[src/rtl/core/aip_pkg.sv]
// Shared types, character codes and helper functions for the ASCII integer parser.
// Used by the channel interfaces, the parser core and the top level.
package aip_pkg;

  localparam int unsigned CH_W     = 8;
  localparam int unsigned RADIX_W  = 6;
  localparam int unsigned VALUE_W  = 64;
  localparam int unsigned OFFSET_W = 10;
  localparam int unsigned DIGIT_W  = 7;

  localparam logic [CH_W-1:0] CH_SPACE = 8'h20;
  localparam logic [CH_W-1:0] CH_TAB   = 8'h09;
  localparam logic [CH_W-1:0] CH_CR    = 8'h0D;
  localparam logic [CH_W-1:0] CH_PLUS  = 8'h2B;
  localparam logic [CH_W-1:0] CH_MINUS = 8'h2D;
  localparam logic [CH_W-1:0] CH_ZERO  = 8'h30;
  localparam logic [CH_W-1:0] CH_NINE  = 8'h39;
  localparam logic [CH_W-1:0] CH_LC_A  = 8'h61;
  localparam logic [CH_W-1:0] CH_LC_Z  = 8'h7A;
  localparam logic [CH_W-1:0] CH_UC_A  = 8'h41;
  localparam logic [CH_W-1:0] CH_UC_Z  = 8'h5A;
  localparam logic [CH_W-1:0] CH_LC_X  = 8'h78;
  localparam logic [CH_W-1:0] CH_UC_X  = 8'h58;

  localparam logic [RADIX_W-1:0] BASE_AUTO = 6'd0;
  localparam logic [RADIX_W-1:0] BASE_OCT  = 6'd8;
  localparam logic [RADIX_W-1:0] BASE_DEC  = 6'd10;
  localparam logic [RADIX_W-1:0] BASE_HEX  = 6'd16;

  // Marks a character that is neither digit nor letter; above every base.
  localparam logic [DIGIT_W-1:0] DIGIT_NONE = 7'h7F;

  typedef enum logic [2:0] {
    PH_LEAD   = 3'd0,
    PH_SIGNED = 3'd1,
    PH_DIGITS = 3'd2,
    PH_DONE   = 3'd3
  } phase_e;

  typedef struct packed {
    logic [CH_W-1:0]    ch;
    logic               first;
    logic [RADIX_W-1:0] radix;
  } word_t;

  typedef struct packed {
    logic [VALUE_W-1:0]  value;
    logic                negative;
    logic [OFFSET_W-1:0] end_offset;
  } result_t;

  function automatic logic is_space(input logic [CH_W-1:0] c);
    return (c == CH_SPACE) || ((c >= CH_TAB) && (c <= CH_CR));
  endfunction

  function automatic logic [DIGIT_W-1:0] digit_of(input logic [CH_W-1:0] c);
    logic [DIGIT_W-1:0] d;
    d = DIGIT_NONE;
    if ((c >= CH_ZERO) && (c <= CH_NINE)) begin
      d = DIGIT_W'(c - CH_ZERO);
    end else if ((c >= CH_LC_A) && (c <= CH_LC_Z)) begin
      d = DIGIT_W'(c - CH_LC_A) + DIGIT_W'(10);
    end else if ((c >= CH_UC_A) && (c <= CH_UC_Z)) begin
      d = DIGIT_W'(c - CH_UC_A) + DIGIT_W'(10);
    end
    return d;
  endfunction

endpackage

[src/rtl/core/aip_if.sv]
// Valid/ready channel interfaces for the character input and the result output.
// Depends on aip_pkg for field widths.
interface aip_in_if;
  import aip_pkg::*;
  logic               valid;
  logic               ready;
  logic [CH_W-1:0]    ch;
  logic               first;
  logic [RADIX_W-1:0] radix;
  modport source (output valid, output ch, output first, output radix, input ready);
  modport sink   (input valid, input ch, input first, input radix, output ready);
endinterface

interface aip_out_if;
  import aip_pkg::*;
  logic                valid;
  logic                ready;
  logic [VALUE_W-1:0]  value;
  logic                negative;
  logic [OFFSET_W-1:0] end_offset;
  modport source (output valid, output value, output negative, output end_offset, input ready);
  modport sink   (input valid, input value, input negative, input end_offset, output ready);
endinterface

[src/rtl/core/aip_in_stage.sv]
// Input register stage: captures one character word per handshake.
// Depends on aip_pkg for the word type.
module aip_in_stage (
  input  logic           clk_i,
  input  logic           rst_ni,
  input  logic           valid_i,
  input  aip_pkg::word_t word_i,
  output logic           ready_o,
  input  logic           take_i,
  output logic           valid_o,
  output aip_pkg::word_t word_o
);
  import aip_pkg::*;

  logic  valid_q;
  word_t word_q;

  assign ready_o = !valid_q || take_i;
  assign valid_o = valid_q;
  assign word_o  = word_q;

  always_ff @(posedge clk_i or negedge rst_ni) begin
    if (!rst_ni) begin
      valid_q <= 1'b0;
    end else if (ready_o) begin
      valid_q <= valid_i;
    end
  end

  always_ff @(posedge clk_i) begin
    if (ready_o && valid_i) begin
      word_q <= word_i;
    end
  end

endmodule

[src/rtl/core/aip_core.sv]
// Parse state and single-step character logic: one word per enabled cycle.
// Depends on aip_pkg for types, character codes and digit decode.
module aip_core #(
  parameter int unsigned MAX_LEN = 1024
) (
  input  logic             clk_i,
  input  logic             rst_ni,
  input  logic             step_i,
  input  aip_pkg::word_t   word_i,
  output logic             emit_o,
  output aip_pkg::result_t result_o
);
  import aip_pkg::*;

  localparam int unsigned PosW = $clog2(MAX_LEN);
  localparam logic [PosW-1:0] PosMax = PosW'(MAX_LEN - 1);

  phase_e             phase_q, phase_d, ph;
  logic [VALUE_W-1:0] acc_q, acc_d, acc;
  logic               minus_q, minus_d, mn;
  logic [RADIX_W-1:0] base_q, base_d, base, dig_base;
  logic [PosW-1:0]    pos_q, pos_d, pos;
  logic               zero_q, zero_d, zp;
  logic [CH_W-1:0]    c;
  logic [DIGIT_W-1:0] dval;
  logic               adv, to_sig, to_dig, take_digit, is_x;
  logic [VALUE_W+RADIX_W-1:0] prod;
  logic [PosW+OFFSET_W-1:0]   pos_ext;

  always_comb begin
    ph  = phase_q;
    acc = acc_q;
    mn  = minus_q;
    base = base_q;
    pos = pos_q;
    zp  = zero_q;
    // A first mark restarts the parse with this word.
    if (word_i.first) begin
      ph   = PH_LEAD;
      acc  = '0;
      mn   = 1'b0;
      base = word_i.radix;
      pos  = '0;
      zp   = 1'b0;
    end
    c    = word_i.ch;
    dval = digit_of(c);
    is_x = (c == CH_LC_X) || (c == CH_UC_X);

    phase_d  = ph;
    acc_d    = acc;
    minus_d  = mn;
    zero_d   = zp;
    dig_base = base;
    adv      = 1'b0;
    emit_o   = 1'b0;
    to_sig   = 1'b0;
    to_dig   = 1'b0;
    take_digit = 1'b0;
    prod     = '0;

    case (ph)
      PH_LEAD: begin
        if (is_space(c)) begin
          adv = 1'b1;
        end else if ((c == CH_PLUS) || (c == CH_MINUS)) begin
          minus_d = (c == CH_MINUS);
          adv     = 1'b1;
          phase_d = PH_SIGNED;
        end else begin
          to_sig = 1'b1;
        end
      end
      PH_SIGNED: to_sig = 1'b1;
      PH_DIGITS: to_dig = 1'b1;
      PH_DONE:   ;
      default:   ;
    endcase

    if (to_sig) begin
      phase_d = PH_DIGITS;
      if (((base == BASE_AUTO) || (base == BASE_HEX)) && (c == CH_ZERO)) begin
        zero_d = 1'b1;
        adv    = 1'b1;
      end else begin
        if (base == BASE_AUTO) begin
          dig_base = BASE_DEC;
        end
        to_dig = 1'b1;
      end
    end

    if (to_dig) begin
      take_digit = 1'b1;
      if (zp) begin
        zero_d = 1'b0;
        if (is_x) begin
          dig_base   = BASE_HEX;
          adv        = 1'b1;
          take_digit = 1'b0;
        end else if (base == BASE_AUTO) begin
          dig_base = BASE_OCT;
        end
      end
    end

    if (take_digit) begin
      prod = {RADIX_W'(0), acc} * {VALUE_W'(0), dig_base};
      if (dval < {1'b0, dig_base}) begin
        acc_d = prod[VALUE_W-1:0] + VALUE_W'(dval);
        adv   = 1'b1;
      end else begin
        emit_o  = 1'b1;
        phase_d = PH_DONE;
      end
    end

    base_d = dig_base;
    pos_d  = (adv && (pos != PosMax)) ? pos + PosW'(1) : pos;

    pos_ext             = {OFFSET_W'(0), pos};
    result_o.value      = mn ? (VALUE_W'(0) - acc) : acc;
    result_o.negative   = mn;
    result_o.end_offset = pos_ext[OFFSET_W-1:0];
  end

  always_ff @(posedge clk_i or negedge rst_ni) begin
    if (!rst_ni) begin
      phase_q <= PH_DONE;
      acc_q   <= '0;
      minus_q <= 1'b0;
      base_q  <= '0;
      pos_q   <= '0;
      zero_q  <= 1'b0;
    end else if (step_i) begin
      phase_q <= phase_d;
      acc_q   <= acc_d;
      minus_q <= minus_d;
      base_q  <= base_d;
      pos_q   <= pos_d;
      zero_q  <= zero_d;
    end
  end

endmodule

[src/rtl/core/ascii_integer_parser.sv]
// ASCII integer parser, strtoull style, one character word per cycle while results are taken.
// A terminating character yields its result through the input register, then the
// parse step into the result register.
// Throughput: one word per cycle while the result side takes results; the
// parse state is updated by a single 64x6 multiply-add per step.
// Reset: asynchronous, active low; the parser waits for a first-marked word.
module ascii_integer_parser #(
  parameter int unsigned MAX_LEN = 1024
) (
  input logic          clk_i,
  input logic          rst_ni,
  aip_in_if.sink       in_i,
  aip_out_if.source    out_o
);
  import aip_pkg::*;

  word_t   in_word;
  word_t   cur_word;
  logic    cur_valid;
  logic    step;        // held word is parsed this cycle
  logic    room;        // result register can take a new result
  logic    emit;
  result_t core_res;
  result_t res_q;
  logic    out_valid_q;

  assign in_word.ch    = in_i.ch;
  assign in_word.first = in_i.first;
  assign in_word.radix = in_i.radix;

  // Advance the held word whenever the result register is free or draining.
  assign room = !out_valid_q || out_o.ready;
  assign step = cur_valid && room;

  aip_in_stage u_in_stage (
    .clk_i   (clk_i),
    .rst_ni  (rst_ni),
    .valid_i (in_i.valid),
    .word_i  (in_word),
    .ready_o (in_i.ready),
    .take_i  (step),
    .valid_o (cur_valid),
    .word_o  (cur_word)
  );

  aip_core #(
    .MAX_LEN (MAX_LEN)
  ) u_core (
    .clk_i    (clk_i),
    .rst_ni   (rst_ni),
    .step_i   (step),
    .word_i   (cur_word),
    .emit_o   (emit),
    .result_o (core_res)
  );

  // Result register: load on a terminating character, drop once taken.
  always_ff @(posedge clk_i or negedge rst_ni) begin
    if (!rst_ni) begin
      out_valid_q <= 1'b0;
    end else if (step && emit) begin
      out_valid_q <= 1'b1;
    end else if (out_o.ready) begin
      out_valid_q <= 1'b0;
    end
  end

  always_ff @(posedge clk_i) begin
    if (step && emit) begin
      res_q <= core_res;
    end
  end

  assign out_o.valid      = out_valid_q;
  assign out_o.value      = res_q.value;
  assign out_o.negative   = res_q.negative;
  assign out_o.end_offset = res_q.end_offset;

  // A held word is never dropped while the result side stalls.
  a_hold_word: assert property (@(posedge clk_i) disable iff (!rst_ni)
    cur_valid && !room |=> cur_valid && $stable(cur_word))
    else $error("held word lost during stall");

  // An empty result register always lets a word in.
  a_ready_when_empty: assert property (@(posedge clk_i) disable iff (!rst_ni)
    !out_valid_q |-> in_i.ready)
    else $error("input stalled with empty result register");

  // A terminating step shows its result in the next cycle.
  a_emit_shows: assert property (@(posedge clk_i) disable iff (!rst_ni)
    step && emit |=> out_valid_q && (out_o.negative == $past(core_res.negative)))
    else $error("result not loaded after terminating character");

endmodule
[src/flat_wrapper.sv]
// flat-port wrapper written by rule: the top's interface ports become plain ports
module ascii_integer_parser_flat import aip_pkg::*;
#(
  parameter int unsigned MAX_LEN = 1024
)
  (clk_i, rst_ni, in_i_valid, in_i_ch, in_i_first, in_i_radix, in_i_ready, out_o_valid, out_o_value, out_o_negative, out_o_end_offset, out_o_ready);
  aip_in_if in_i_i ();
  aip_out_if out_o_i ();
  input logic clk_i;
  input logic rst_ni;
  input wire logic [$bits(in_i_i.valid)-1:0] in_i_valid;
  input wire logic [$bits(in_i_i.ch)-1:0] in_i_ch;
  input wire logic [$bits(in_i_i.first)-1:0] in_i_first;
  input wire logic [$bits(in_i_i.radix)-1:0] in_i_radix;
  output wire logic [$bits(in_i_i.ready)-1:0] in_i_ready;
  output wire logic [$bits(out_o_i.valid)-1:0] out_o_valid;
  output wire logic [$bits(out_o_i.value)-1:0] out_o_value;
  output wire logic [$bits(out_o_i.negative)-1:0] out_o_negative;
  output wire logic [$bits(out_o_i.end_offset)-1:0] out_o_end_offset;
  input wire logic [$bits(out_o_i.ready)-1:0] out_o_ready;
  assign in_i_i.valid = in_i_valid;
  assign in_i_i.ch = in_i_ch;
  assign in_i_i.first = in_i_first;
  assign in_i_i.radix = in_i_radix;
  assign in_i_ready = in_i_i.ready;
  assign out_o_valid = out_o_i.valid;
  assign out_o_value = out_o_i.value;
  assign out_o_negative = out_o_i.negative;
  assign out_o_end_offset = out_o_i.end_offset;
  assign out_o_i.ready = out_o_ready;
  ascii_integer_parser #(.MAX_LEN(MAX_LEN)) u_core (.clk_i(clk_i), .rst_ni(rst_ni), .in_i(in_i_i), .out_o(out_o_i));
endmodule
[config.mk]
export PLATFORM = sky130hd
export DESIGN_NAME = ascii_integer_parser_flat
export DESIGN_NICKNAME = d
export VERILOG_FILES = /design/src/rtl/core/aip_pkg.sv /design/src/rtl/core/aip_if.sv /design/src/rtl/core/aip_in_stage.sv /design/src/rtl/core/aip_core.sv /design/src/rtl/core/ascii_integer_parser.sv /design/src/flat_wrapper.sv
export SDC_FILE = /design/constraint.sdc
export NUM_CORES = 1
export LEC_CHECK = 0
export CAP_MARGIN = 20
export CORE_UTILIZATION = 60
export CTS_CLUSTER_DIAMETER = 150
export DETAILED_ROUTE_END_ITERATION = 7
export DONT_BUFFER_PORTS = 1
export HOLD_SLACK_MARGIN = 0.02
export PLACE_DENSITY = 0.83
export SLEW_MARGIN = 20
export SYNTH_ARGS = -nofsm -noshare
export SYNTH_HDL_FRONTEND = slang
export SYNTH_SLANG_ARGS = --single-unit
[constraint.sdc]
create_clock -name clk_i -period 23.1 [get_ports clk_i]
set_clock_uncertainty 0.2 [all_clocks]
set_input_delay 1.155 -clock clk_i [delete_from_list [all_inputs] [get_ports clk_i]]
set_output_delay 1.155 -clock clk_i [all_outputs]
set_load 0.02 [all_outputs]
==> impl_summary.md <==
Detailed routing
Using the TritonRoute via totals, the vias-per-cell ratio works out to 6.55. The total via count in the routed design is 17300. The overall routed net length is 55600 µm. The count of unresolved DRC violations after routing is 0. The number of nets still failing antenna checks after routing is 0. The iteration-0 DRC count of the detailed router is 1835. In the final routed layout, each cell accounts on average for 21.0 µm. The detailed-router iteration count before antenna repair is 6.

Logic synthesis
The most area-hungry cell type in the Yosys netlist is fa_1. Among all flip-flop cells after synthesis, the most frequent one is edfxtp_1. The number of flip-flops and latches in the synthesized netlist is 177. The number of different library cells used by synthesis comes to 85. Sorting the synthesized cells by area gives the leading types as fa_1 23%, edfxtp_1 13%, dfrtp_1 10%. The number of instances in the synthesized netlist is 2271. Counting every net in the synthesized netlist gives 2675. The share of Yosys cell area claimed by the top area cell type is 23.5%. The number of synthesized flops with an enable pin is 90. The cell area that synthesis handed to floorplanning was 20600 µm². The mean post-synth cell area is 9.05 µm². The share of synthesized flip-flops with an asynchronous set or reset is 49.2%. For this run, the number of Yosys warnings is 0. For this run, the register share of the synthesized area comes to 23.7%.

Floorplanning
The starting density of the core is 61.2%. The height of the die is 187 µm. The overall die area is 35000 µm². Row generation in the floorplan step produced 67 rows. The total area inside the core boundary comes to 33600 µm². 96 I/O pins were placed.

Measured along the x axis, the die boundary spans 187 µm.

Clock tree
The clock-pin slew reported for the worst setup and hold paths after clock tree synthesis is 80 ps. The clock tree synthesis step divided the H-tree into 4 levels. In this run the post-CTS setup repair buffer count came out at 0. The post-cts repair resize count is 0. The tree built by TritonCTS fans out to 177 sinks.

Clock latency on the worst-skew pair, taken at its later pin, is 470 ps. The buffer levels on the longest clock path is 2. TritonCTS built the clock tree. Counting the buffers created by CTS gives 17.

Hold repair after CTS inserted 0 buffers. The tree is rooted in a clkbuf_16.

Critical path
The worst setup slack for register-to-register paths is 13240 ps. The startpoint of the lowest-slack register-to-register path is u_core.u_in_stage.word_o[6]$_DFFE_PP_. The nature of the critical path startpoint is a flop. The kind of critical path is reg2reg. The signal arrival time at the worst endpoint is 10020 ps. The maximum fanout along the worst path is 69. STA classifies the critical path endpoint as a flop. The worst endpoint required time is 23260 ps. The logic depth of the worst register-to-register path is 25. The worst register-to-register path ends at u_core.u_core.acc_q[48]$_DFFE_PN0P_.

Power and ir drop
The power per standard cell area is 53.7 nW/µm². The static leakage is 10.2 nW. The worst ir drop on vdd is 0.0000542 V.

Finish
The synthesis-to-finish area growth is 4.22%. The number of antenna diodes in the final layout is 0. The fraction of final layout cells with drive strength greater than 1 is 4.01%.

The final standard cell area without fillers is 21400 µm². The number of filler cells placed in the layout is 2707. The finished layout holds 2645 standard cells, fillers aside.

In the final design database the tool counted 2588 nets.

STA
The aggregate negative setup slack is 0 ps. The worst relative slew slack is 35.1%. Setup violations remaining at the end of the flow were counted as 0. Setup repair after global routing left no endpoint under its margin.

At the pin with the least slew margin, the transition time is 971 ps. The share of the clock period used by the worst path is 42.7%. The count of final max-slew check failures is 0. Subtracting the final worst setup slack from the clock period gives 9860 ps. Static timing analysis puts the maximum clock frequency at 0.101 GHz. The final hold violation count is 0.

Placement
The instance area after placement is 20800 µm². Buffers placed on the I/O ports in this run total 0. The routability-driven placement congestion ratio is 0.924.

The HPWL after detailed placement is 41400 µm. The number of placed cells counting well taps is 2613.

Hold path
The path class of the tightest hold or removal check is in2async.

Global route
The number of antenna violations at the first check in global routing is 0. The via count of the first global-routing pass was 17500. The first global-routing pass estimated 91300 µm of wire. Entering global routing, the biggest net connects 88 pins. The total global routing track utilization is 32.7%. After global routing the overflow that remains totals 0.

Run
Max-cap violations in this run came to 0.

Status
The flow ran to the end, and the final reports show no timing, DRC or antenna violations.
==> logic make-up (layout without fill, tap and decap cells) <==
family / after synthesis / count (layout) / synth area share (%)
muxes: 14 / 14 / 0.694
buffers and inverters: 202 / 128 / 3.80
adders and majority gates: 385 / 385 / 32.2
xor gates and xnor gates: 113 / 113 / 4.88
DFF: 177 / 177 / 23.7
AOI/OAI and AO/OA: 449 / 449 / 14.3
and+or+nand+nor: 931 / 931 / 20.4
==> registers in the layout (all words and copies together), names as in the netlist <==
name and flops:
u_core.u_in_stage.word_o 15, u_core.out_o.negative 1, u_core.out_o.valid 1, u_core.out_o.end_offset 10
u_core.u_in_stage.valid_o 1, u_core.u_core.acc_q 64, u_core.out_o.value 64, u_core.u_core.base_q 6
u_core.u_core.zero_q 1, u_core.u_core.minus_q 1, u_core.u_core.pos_q 10, u_core.u_core.phase_q 3
==> layout by cell type, fill, tap and decap left out, drive strengths merged, types with 31 or more instances in the layout <==
cell	n
nor2	453
fa	241
nand2	166
o21ai	146
ha	144
nand3	108
edfxtp	90
dfrtp	85
inv	85
a21oi	84
xor2	66
a21o	47
xnor2	46
nor3	31
==> routing by layer <==
layer  track usage (%)  up-vias  share of wire (%)
met5                 0        -                  0
met3              7.49      149                9.5
li1                  -     7688                  -
met4              12.2        0                3.1
met1              44.5     8502                 41
met2              51.3      977                 46
==> area by class of cell <==
class / count / area, µm² / area share (%)
clock buffers: 19 / 433 / 2.02
multi-input cells: 1892 / 14900 / 69.7
flip-flops and latches: 177 / 4880 / 22.8
inverters: 81 / 304 / 1.42
clock inverters: 13 / 196 / 0.917
well taps: 448 / 561 / 2.62
repair buffers: 15 / 113 / 0.526
==> through the flow <==
step | hold WS [ps] | power, mW | util [%] | setup WS [ps]
CTS | 158 | 1.15 | 63.7 | 13240
global route | 163 | 1.20 | 63.7 | 12450
floorplan | 265 | 0.713 | - | 15570
global placement | 282 | 0.811 | 61.9 | 13670
detailed placement | 292 | 0.823 | 61.9 | 13300
finish | 181 | 1.15 | 63.7 | 13240
==> how the worst max path moves through the flow <==
stage | startpoint | to | slack (ps) | cells after the start
final | u_core.u_in_stage.word_o[6]$_DFFE_PP_ | u_core.u_core.acc_q[48]$_DFFE_PN0P_ | 13240 | 25
after global routing | u_core.u_in_stage.word_o[6]$_DFFE_PP_ | u_core.u_core.acc_q[48]$_DFFE_PN0P_ | 12450 | 25
after CTS | u_core.u_in_stage.word_o[6]$_DFFE_PP_ | u_core.u_core.acc_q[58]$_DFFE_PN0P_ | 13240 | 25
after detailed placement | u_core.u_in_stage.word_o[6]$_DFFE_PP_ | u_core.u_core.acc_q[58]$_DFFE_PN0P_ | 13300 | 25
after global placement | u_core.u_in_stage.word_o[6]$_DFFE_PP_ | u_core.u_core.acc_q[58]$_DFFE_PN0P_ | 13670 | 25
after floorplan | u_core.u_in_stage.word_o[8]$_DFFE_PP_ | u_core.u_core.acc_q[58]$_DFFE_PN0P_ | 15570 | 29
==> cells in the mapped netlist (all sizes together) (18+ instances only) <==
cell type	n
nand2b	29
fa	241
xnor2	46
or3	18
nand2	166
nor2	453
nor3	31
clkbuf	98
buf	23
inv	80
o21a	18
dfrtp	85
xor2	66
nand4	22
a21oi	84
nand3	108
o21ai	146
edfxtp	90
a21o	47
ha	144
nor2b	30
o31ai	25
==> worst max-delay path, stage by stage, from the launching register on <==
cell	delay (ps)
edfxtp_1	390
buf_4	330
inv_2	100
buf_4	640
o21ai_1	250
o21ai_1	770
o21ai_0	380
or2_2	710
nor2_1	310
fa_1	450
fa_1	470
fa_1	540
inv_1	50
fa_1	530
inv_1	40
ha_1	350
o21a_1	150
o21a_1	100
o21ai_0	110
nor3_1	690
o21ai_0	250
a2111oi_1	940
o21ai_0	320
a21boi_0	290
o21ai_0	120
a31o_2	240
==> report_power, final <==
group,internal [mW],switching (mW)
clock,0.183,0.138
combinational,0.0979,0.269
sequential,0.392,0.0689
(Power assumes the default switching activity.)
